==> config.mk <==
export PLATFORM = sky130hd
export DESIGN_NAME = asvm_front
export DESIGN_NICKNAME = d
export VERILOG_FILES = /design/src/hw/rtl/asvm_pkg.sv /design/src/hw/rtl/asvm_front.sv
export SDC_FILE = /design/constraint.sdc
export NUM_CORES = 1
export LEC_CHECK = 0
export BUFFER_PORTS_ARGS = -buffer_cell sky130_fd_sc_hd__buf_2
export CORE_ASPECT_RATIO = 0.5
export CORE_UTILIZATION = 38
export DETAILED_ROUTE_END_ITERATION = 7
export PLACE_DENSITY = 0.91
export SLEW_MARGIN = 20
export SYNTH_ARGS = -nofsm -noshare
export SYNTH_HDL_FRONTEND = slang
export SYNTH_SLANG_ARGS = --single-unit
==> constraint.sdc <==
create_clock -name vclk -period 6.43
set_input_delay 0.9645 -clock vclk [all_inputs]
set_output_delay 0.9645 -clock vclk [all_outputs]
set_load 0.02 [all_outputs]
==> src/hw/rtl/asvm_pkg.sv <==
package asvm_pkg;

   localparam int unsigned STRING_BYTES = 1024;
   localparam int unsigned TEXT_OFF_W   = 10;
   localparam int unsigned TEXT_CNT_W   = 11;

   typedef enum logic [4:0] {
      OP_MOV   = 5'd0,
      OP_LDR   = 5'd1,
      OP_STR   = 5'd2,
      OP_JMP   = 5'd3,
      OP_JZ    = 5'd4,
      OP_JNZ   = 5'd5,
      OP_PUSH  = 5'd6,
      OP_LEV   = 5'd7,
      OP_OR    = 5'd8,
      OP_XOR   = 5'd9,
      OP_AND   = 5'd10,
      OP_EQ    = 5'd11,
      OP_NE    = 5'd12,
      OP_LT    = 5'd13,
      OP_GT    = 5'd14,
      OP_LE    = 5'd15,
      OP_GE    = 5'd16,
      OP_ADD   = 5'd17,
      OP_SUB   = 5'd18,
      OP_MUL   = 5'd19,
      OP_DIV   = 5'd20,
      OP_MOD   = 5'd21,
      OP_WRITE = 5'd22,
      OP_PRINT = 5'd23,
      OP_EXIT  = 5'd24
   } opcode_type;

   localparam logic [2:0] REG_IMM = 3'd0;
   localparam logic [2:0] REG_ACC = 3'd1;
   localparam logic [2:0] REG_FP  = 3'd2;
   localparam logic [2:0] REG_SP  = 3'd3;
   localparam logic [2:0] REG_PC  = 3'd4;

   localparam logic [2:0] ST_CONTINUE = 3'd0;
   localparam logic [2:0] ST_PRINT    = 3'd1;
   localparam logic [2:0] ST_WRITE    = 3'd2;
   localparam logic [2:0] ST_EXIT     = 3'd3;
   localparam logic [2:0] ST_DIV_ZERO = 3'd4;
   localparam logic [2:0] ST_ILLEGAL  = 3'd5;

   localparam logic [1:0] CSR_ENTRY = 2'd0;
   localparam logic [1:0] CSR_SP    = 2'd1;
   localparam logic [1:0] CSR_FP    = 2'd2;

   typedef struct packed {
      logic [4:0]         func;
      logic [2:0]         dst_reg;
      logic [2:0]         base_reg;
      logic signed [31:0] immediate;
      logic [10:0]        text_length;
   } req_type;

   typedef struct packed {
      logic [15:0]        next_pc;
      logic [2:0]         status;
      logic signed [31:0] value;
      logic [9:0]         text_offset;
      logic [10:0]        text_count;
   } rsp_type;

   // Classified instruction handed from front to back.
   typedef struct packed {
      opcode_type  func;
      logic        illegal;
      logic [2:0]  dst_reg;
      logic [2:0]  base_reg;
      logic [31:0] immediate;
      logic [9:0]  text_offset;
      logic [10:0] text_count;
   } op_type;

   typedef struct packed {
      logic       valid;
      logic [1:0] index;
      logic [15:0] data;
   } csr_req_type;

   typedef struct packed {
      logic        start;
      logic        want_rem;
      logic [31:0] dividend;
      logic [31:0] divisor;
   } div_req_type;

   typedef enum logic [2:0] {
      S_CLEAR,
      S_IDLE,
      S_LEV2,
      S_EXEC,
      S_DIV
   } back_state_type;

endpackage

==> src/hw/rtl/asvm_front.sv <==
module asvm_front (
   input  logic              req_valid,
   input  asvm_pkg::req_type req_data,
   input  logic              queue_full,
   input  logic              clearing,
   output logic              req_stall,
   output logic              push,
   output asvm_pkg::op_type  push_op
);
   import asvm_pkg::*;

   logic        bad_d;
   logic        bad_b;
   logic [10:0] room;

   assign req_stall = queue_full | clearing;
   assign push      = req_valid & ~req_stall;

   assign bad_d = (req_data.dst_reg == REG_IMM) || (req_data.dst_reg > REG_PC);
   assign bad_b = req_data.base_reg > REG_PC;
   assign room  = 11'(STRING_BYTES) - {1'b0, req_data.immediate[9:0]};

   always_comb begin
      push_op.func        = opcode_type'(req_data.func);
      push_op.dst_reg     = req_data.dst_reg;
      push_op.base_reg    = req_data.base_reg;
      push_op.immediate   = req_data.immediate;
      push_op.text_offset = req_data.immediate[9:0];
      push_op.text_count  = (req_data.text_length > room) ? room : req_data.text_length;
      if (req_data.func inside {OP_MOV, OP_LDR, OP_STR}) begin
         push_op.illegal = bad_d | bad_b;
      end else if (req_data.func == OP_PUSH) begin
         push_op.illegal = bad_b;
      end else begin
         push_op.illegal = req_data.func > OP_EXIT;
      end
   end

endmodule

==> impl_metrics.json <==
{
  "outcome": "finished, final reports clean",
  "grt_pass1_vias": 840,
  "portBuffers": 80,
  "coreArea_mm2": 0.00264,
  "fmax_mhz": 185,
  "yosysUniqueCellTypes": 33,
  "final_max_slew_viol_count": 0,
  "area_delta_synth_final_pct": 3.48,
  "hold_buffers": 0,
  "final_cell_area_mm2": 0.00112,
  "ctsResizeCount": 0,
  "seqCellArea_um2": 0,
  "drc": 0,
  "crit_required_ns": 5.47,
  "ir_worst_vdd_v": 0.0000249,
  "drive_gt1_share_pct": 52.0,
  "ys_top_cells_by_count": "buf_4 (53), inv_1 (15), ha_1 (11)",
  "yosysTopAreaCell": "buf_4",
  "wl_per_cell_um": 11.6,
  "hp-class": "input port to primary output",
  "die_h_um": 39.7,
  "post_cts_buffers": 0,
  "start_util_pct": 40.9,
  "yosys_warnings": 0,
  "io_pins": 124,
  "nFlopsAndLatches": 0,
  "nets": 241,
  "startpoint_type": "input port",
  "place_area_mm2": 0.00112,
  "grt_max_degree": 10,
  "crit_path_max_fanout": 9,
  "routed_wirelength_um": 2410,
  "hold_violations": 0,
  "yosysTopAreaCellShare_pct": 36.9,
  "cp-end-kind": "primary output",
  "avgSynthCellArea_um2": 7.44,
  "viasPerCell": 4.76,
  "rsz0062_at_grt": "no",
  "grt_pass1_wl_um": 3440,
  "setup_tns_ns": 0,
  "grt.total_usage_pct": 13.9,
  "criticalPathCategory": "input port to primary output",
  "maxCapViolCount": 0,
  "yosysSeqAreaShare_pct": 0,
  "die_x_um": 77.3,
  "setup-violations-final": 0,
  "gp_congestion": 0.740,
  "synth_area_mm2": 0.00108,
  "syn_nets": 213,
  "whs_ns": 1.93,
  "antenna_found_initial": 0,
  "min_to": "push_op[33]",
  "slew-limit-headroom_pct": 62.4,
  "worstHoldStart": "req_data[23]",
  "hold_path_depth": 0,
  "yosysMostFrequentCell": "buf_4",
  "diodes": 0,
  "ant_nets": 0,
  "yosys-top-cells-area": "buf_4 (37%), ha_1 (13%), mux2i_1 (9.3%), inv_1 (5.2%), xor2_1 (4.1%)",
  "num_vias": 991,
  "fill_cells": 282,
  "finalCritPeriodShare_pct": 84.0,
  "dpl.cell_count": 208,
  "netlist_instances": 145,
  "dp_hpwl_um": 2150,
  "tightest_slew_ns": 0.565,
  "firstDrtPassIters": 4,
  "die_area_mm2": 0.00307,
  "period_minus_slack_ns": 5.40,
  "worstPathArrival_ns": 4.44,
  "leakagePower_nw": 0.672,
  "detail_route.iter0.violations": 34,
  "overflow": 0,
  "core.rowCount": 13,
  "p_per_area_mw_per_mm2": 89.4,
  "clkbuf_count": 0,
  "layoutNonFillerInstCount": 208
}
-- area by class of cell --
cell class,instances,area (um^2),share of cell area (%)
inverters,15,56.3,5.04
multi-input cells,76,613,54.9
well taps,37,46.3,4.15
repair buffers,80,400,35.9
-- stage by stage --
step / util, % / setup slack, ns / power [W]
after floorplan: - / 1.64 / 0.0000950
after global placement: 42.4 / 1.16 / 0.0000966
after detailed placement: 42.4 / 1.01 / 0.0000998
after CTS: 42.4 / 1.02 / 0.000100
after global routing: 42.4 / 0.800 / 0.000110
final: 42.4 / 1.03 / 0.0000998
-- metal layers --
metal  vias up  wire length, um  part of all wire [%]  track usage [%]
li1        492                -                     -                -
met1       443              931                    39             14.0
met2        44             1250                    52             30.8
met3        12              178                   7.4             1.63
met4         0               53                   2.2             6.13
met5         -                0                     0                0
-- placed cells by master, fill, tap and decap left out --
cell type	Yosys	routed
nand2_1	5	5
and4_1	1	1
nor3_1	2	2
a21oi_2	1	1
nor4_1	1	1
xnor2_1	2	2
mux2_4	1	1
nor2_1	5	5
or4b_4	1	1
o21ai_0	6	6
o21a_1	1	1
ha_1	11	11
o31ai_1	1	1
xor2_1	5	5
or3_1	1	1
inv_1	15	15
a21o_1	3	3
nor2_4	1	1
o311ai_0	1	1
xor2_2	1	1
mux2i_1	10	10
or2_2	1	1
a22oi_1	1	1
a31o_2	1	1
nand4_1	2	2
a21oi_1	4	4
or3_2	2	2
o311a_1	1	1
nand3_1	2	2
buf_2	0	80
nand2b_1	1	1
or4_1	1	1
-- worst max path at each step --
stage / to / slack [ns] / startpoint / depth (start not counted)
floorplan: push_op[0] / 1.64 / req_data[11] / 13
detailed placement: push_op[1] / 1.01 / req_data[11] / 14
global route: push_op[7] / 0.80 / req_data[11] / 14
global placement: push_op[1] / 1.16 / req_data[11] / 14
finish: push_op[1] / 1.03 / req_data[11] / 14
CTS: push_op[1] / 1.02 / req_data[11] / 14
-- worst max-delay path, stage by stage --
cell and delay (ns):
buf_2 0.13, inv_1 0.08, ha_1 0.19, or4b_4 0.51
nor4_1 0.26, xor2_1 0.22, ha_1 0.29, a21o_1 0.19
a21o_1 0.17, a21oi_1 0.26, a31o_2 0.16, o311a_1 0.52
mux2_4 0.34, buf_2 0.15
-- power by group --
| group | switching (W) | total (W) | internal [W] |
|---|---|---|---|
| Clock | 0 | 0 | 0 |
| Combinational | 0.0000602 | 0.0000998 | 0.0000396 |
| Sequential | 0 | 0 | 0 |
-- cells by family after synthesis --
group / after synthesis / share of synthesized area, %
buffers and inverters: 69 / 43.2
AND/OR/NAND/NOR: 26 / 14.0
AO/OA/AOI/OAI: 20 / 12.2
multiplexers: 11 / 10.7
adder cells (fa/ha/maj): 11 / 12.8
XOR/XNOR: 8 / 7.19
(Power assumes the default switching activity.)
