==> config.mk <==
export PLATFORM = sky130hd
export DESIGN_NAME = asvm_queue
export DESIGN_NICKNAME = d
export VERILOG_FILES = /design/src/hw/rtl/asvm_pkg.sv /design/src/hw/rtl/asvm_queue.sv
export SDC_FILE = /design/constraint.sdc
export NUM_CORES = 1
export LEC_CHECK = 0
export ABC_AREA = 1
export BUFFER_PORTS_ARGS = -buffer_cell sky130_fd_sc_hd__buf_4
export CELL_PAD_IN_SITES_DETAIL_PLACEMENT = 1
export CELL_PAD_IN_SITES_GLOBAL_PLACEMENT = 1
export CORE_MARGIN = 5
export CORE_UTILIZATION = 30
export CTS_CLUSTER_DIAMETER = 80
export CTS_CLUSTER_SIZE = 8
export DETAILED_ROUTE_END_ITERATION = 8
export GPL_TIMING_DRIVEN = 0
export PLACE_DENSITY = 0.68
export SLEW_MARGIN = 20
export SYNTH_ARGS = -nofsm -noshare
export SYNTH_HDL_FRONTEND = slang
export SYNTH_SLANG_ARGS = --single-unit
==> constraint.sdc <==
create_clock -name clock -period 3.2 [get_ports clock]
set_clock_uncertainty 0.2 [all_clocks]
set_input_delay 0.16 -clock clock [delete_from_list [all_inputs] [get_ports clock]]
set_output_delay 0.16 -clock clock [all_outputs]
set_load 0.01 [all_outputs]
==> src/hw/rtl/asvm_pkg.sv <==
package asvm_pkg;

   localparam int unsigned STRING_BYTES = 1024;
   localparam int unsigned TEXT_OFF_W   = 10;
   localparam int unsigned TEXT_CNT_W   = 11;

   typedef enum logic [4:0] {
      OP_MOV   = 5'd0,
      OP_LDR   = 5'd1,
      OP_STR   = 5'd2,
      OP_JMP   = 5'd3,
      OP_JZ    = 5'd4,
      OP_JNZ   = 5'd5,
      OP_PUSH  = 5'd6,
      OP_LEV   = 5'd7,
      OP_OR    = 5'd8,
      OP_XOR   = 5'd9,
      OP_AND   = 5'd10,
      OP_EQ    = 5'd11,
      OP_NE    = 5'd12,
      OP_LT    = 5'd13,
      OP_GT    = 5'd14,
      OP_LE    = 5'd15,
      OP_GE    = 5'd16,
      OP_ADD   = 5'd17,
      OP_SUB   = 5'd18,
      OP_MUL   = 5'd19,
      OP_DIV   = 5'd20,
      OP_MOD   = 5'd21,
      OP_WRITE = 5'd22,
      OP_PRINT = 5'd23,
      OP_EXIT  = 5'd24
   } opcode_type;

   localparam logic [2:0] REG_IMM = 3'd0;
   localparam logic [2:0] REG_ACC = 3'd1;
   localparam logic [2:0] REG_FP  = 3'd2;
   localparam logic [2:0] REG_SP  = 3'd3;
   localparam logic [2:0] REG_PC  = 3'd4;

   localparam logic [2:0] ST_CONTINUE = 3'd0;
   localparam logic [2:0] ST_PRINT    = 3'd1;
   localparam logic [2:0] ST_WRITE    = 3'd2;
   localparam logic [2:0] ST_EXIT     = 3'd3;
   localparam logic [2:0] ST_DIV_ZERO = 3'd4;
   localparam logic [2:0] ST_ILLEGAL  = 3'd5;

   localparam logic [1:0] CSR_ENTRY = 2'd0;
   localparam logic [1:0] CSR_SP    = 2'd1;
   localparam logic [1:0] CSR_FP    = 2'd2;

   typedef struct packed {
      logic [4:0]         func;
      logic [2:0]         dst_reg;
      logic [2:0]         base_reg;
      logic signed [31:0] immediate;
      logic [10:0]        text_length;
   } req_type;

   typedef struct packed {
      logic [15:0]        next_pc;
      logic [2:0]         status;
      logic signed [31:0] value;
      logic [9:0]         text_offset;
      logic [10:0]        text_count;
   } rsp_type;

   // Classified instruction handed from front to back.
   typedef struct packed {
      opcode_type  func;
      logic        illegal;
      logic [2:0]  dst_reg;
      logic [2:0]  base_reg;
      logic [31:0] immediate;
      logic [9:0]  text_offset;
      logic [10:0] text_count;
   } op_type;

   typedef struct packed {
      logic       valid;
      logic [1:0] index;
      logic [15:0] data;
   } csr_req_type;

   typedef struct packed {
      logic        start;
      logic        want_rem;
      logic [31:0] dividend;
      logic [31:0] divisor;
   } div_req_type;

   typedef enum logic [2:0] {
      S_CLEAR,
      S_IDLE,
      S_LEV2,
      S_EXEC,
      S_DIV
   } back_state_type;

endpackage

==> src/hw/rtl/asvm_queue.sv <==
module asvm_queue (
   input  logic             clock,
   input  logic             reset,
   input  logic             push,
   input  asvm_pkg::op_type push_op,
   input  logic             pop,
   output logic             full,
   output logic             head_valid,
   output asvm_pkg::op_type head
);
   import asvm_pkg::*;

   op_type     slot_ff [2];
   logic       wr_ptr_ff, wr_ptr_in;
   logic       rd_ptr_ff, rd_ptr_in;
   logic [1:0] count_ff, count_in;

   assign full       = count_ff == 2'd2;
   assign head_valid = count_ff != 2'd0;
   assign head       = slot_ff[rd_ptr_ff];

   always_comb begin
      wr_ptr_in = wr_ptr_ff ^ push;
      rd_ptr_in = rd_ptr_ff ^ pop;
      count_in  = count_ff + 2'(push) - 2'(pop);
   end

   always_ff @(posedge clock) begin
      if (reset) begin
         wr_ptr_ff <= 1'b0;
         rd_ptr_ff <= 1'b0;
         count_ff  <= 2'd0;
      end else begin
         wr_ptr_ff <= wr_ptr_in;
         rd_ptr_ff <= rd_ptr_in;
         count_ff  <= count_in;
      end
   end

   always_ff @(posedge clock) begin
      if (push) begin
         slot_ff[wr_ptr_ff] <= push_op;
      end
   end

endmodule

==> metrics <==
Synth area leaders=edfxtp_1 (77%), mux2_4 (12%), mux2_2 (5.6%); Placed Cells=586; Worst Hold Depth=2; PortBufs=approximately 140; core area=~17000 µm²; Yosys cell types=13; Post-synth EDFFs=130; Sink Count=134; H-tree depth=4; vias=between 2000 and 3000; Die W=140 µm; endpoints failing hold=0; wire per inst=~16 µm; status=finished clean; Final Slew Violations=0; Nets=roughly 530; fillers=about 1600; maximum vdd drop=0.346 mV; largest fanout on the critical path=10; post-DP HPWL=7.14 mm; final setup TNS=0 ns; register area share after synthesis=a little under 80%; Placer Congestion=between 0.6 and 0.7; Setup crit end kind=primary output; Final Non-Filler Cells=between 600 and 700; Layout area overhead=53.9%; Ports=136; CTS Buf Count=17; CTS clk-pin slew, worst paths=approximately 0.060 ns; Die Y=~140 µm; number of synthesized register bits=134; vias in the first global route=around 3400; fmax=0.504 GHz; Place WS=1.42 ns; Synth Instances=between 200 and 250; grt ovf=0; period utilisation layout=between 60 and 70%; Crit Path Class=flop to primary output; worst hold path type=input pin to flop; setup violators final=0; CP required=approximately 2.8 ns; initial cell density of the core=30.5%; Post-DRT Antenna Nets=0; largest net degree at the start of global routing=37; power per cell area=~640 nW/µm²; share of cells above drive strength 1=about half; CTS root buf=clkbuf_16; Yosys top cell area share=about 77%; first-pass GRT wire length=approximately 18 mm; # Max-Cap Violations=0; Syn Area/Cell=~22 µm²; relative max-transition margin=between 60 and 70%; asr flop ratio synth=0%; total number of yosys warnings=0; Worst EP arrival=1.63 ns; 1st-pass router iterations=4; Total GRT Usage=between 10% and 20%; beginning of the critical path=rd_ptr_ff; Die ar.=between 15000 and 20000 µm²; most common cell in the netlist=edfxtp_1; worst r2r path cells=7; Setup crit start kind=flop; DR vias/cell=4.21; Post-Syn Area=about 5100 µm²; Std-Cell Rows=47; Main synth FF type=edfxtp_1; RSZ-0062 raised after global routing=false; drt initial violations=74; final wirelength=11.1 mm; Clk Latency, worst-skew pair=approximately 0.41 ns; fin crit period=1.99 ns; Ant. Diodes=0; P_leak=between 3 and 4 nW; clock buffer depth=2; final worst setup slack=around 1.2 ns; most instantiated cells after synthesis=edfxtp_1 (130), mux2_4 (40), mux2_2 (25), inv_1 (7); min-delay src=push_op[7]; Worst-Margin Slew=0.496 ns; beginning of the worst register-to-register path=count_ff[0]; CTS tree=yes; initial antenna violation count=0; leading area contributor after synthesis=edfxtp_1; DRC violations left=0; syn nets=between 300 and 400
==> placed cells by master, fill, tap and decap left out <==
cell	synthesis	final
dfxtp_1	4	4
clkinv_1	0	1
buf_12	0	2
dlygate4sd3_1	0	69
mux2_2	25	25
bufinv_16	0	7
buf_4	0	135
ha_1	4	2
buf_6	5	5
a21oi_1	1	1
inv_1	7	7
ha_4	0	2
mux2_4	40	40
clkbuf_16	0	17
nand3_1	1	1
clkinv_4	0	2
buf_2	2	2
nor2_1	5	5
clkinvlp_4	0	2
clkinv_2	0	2
xnor2_1	1	1
nand2_1	4	4
edfxtp_1	130	130
==> report_power, final <==
part	internal (mW)	leakage [nW]	switching, mW	total (mW)
Sequential	2.05	1.25	0.0266	2.07
Clock	1.53	0.326	0.700	2.23
Combinational	0.379	1.48	0.276	0.654
==> sequential cells by signal, indices dropped and copies added, names as in the netlist <==
signal     count
slot_ff      130
count_ff       2
rd_ptr_ff      1
wr_ptr_ff      1
==> logic make-up (layout without fill, tap and decap cells) <==
logic type	after synthesis	count (layout)	share of synthesized area [%]
multiplexers	65	65	17.4
adder cells (fa/ha/maj)	4	4	0.989
XOR/XNOR	1	1	0.173
AND/OR/NAND/NOR	10	10	0.766
AO/OA/AOI/OAI	1	1	0.0988
flip-flops	134	134	78.7
buffers and inverters	14	251	1.83
==> area by class of cell <==
type | count | area (µm²) | area share [%]
Multi-Input combinational cell | 81 | 1010 | 13.0
Clock buffer | 17 | 425 | 5.46
Buffer | 7 | 66.3 | 0.852
Clock inverter | 14 | 256 | 3.29
Tap cell | 220 | 275 | 3.53
Timing Repair Buffer | 206 | 1740 | 22.4
Inverter | 7 | 26.3 | 0.337
Sequential cell | 134 | 3980 | 51.2
==> metal layers <==
layer  global-route usage (%)  wire length [µm]
met3                     4.15               675
met4                     4.28               178
met5                        0                 0
met1                     12.7              4420
met2                     20.8              5820
==> metrics by stage <==
stage / utilization (%) / hold WS [ns] / total power, mW / area [µm²]
2_1_floorplan: - / 0.0267 / 2.41 / 5060
3_3_place_gp: 38.3 / 0.145 / 2.68 / 6350
3_5_place_dp: 38.7 / 0.148 / 2.71 / 6410
4_1_cts: 47.0 / 0.251 / 5.04 / 7790
5_1_grt: 47.0 / 0.251 / 5.17 / 7790
6_report: 47.0 / 0.273 / 4.96 / 7790
==> final timing paths <==
check             endpoint  slack (ns)
min reg2reg    count_ff[1]        0.38
max reg2reg    count_ff[0]        1.29
max               head[43]        1.21
min          slot_ff[0][7]        0.27
==> worst max-delay path, stage by stage (launching register included) <==
cell and delay (ns):
dfxtp_1 0.36, buf_6 0.19, buf_6 0.20, mux2_4 0.31
buf_4 0.15
==> timing repair <==
action,in CTS,in global routing
gates resized for setup,0,0
endpoints found under the hold margin,134,0
hold buffers,69,0
setup buffers,0,0
No activity file was read; power rests on OpenSTA's default activity.
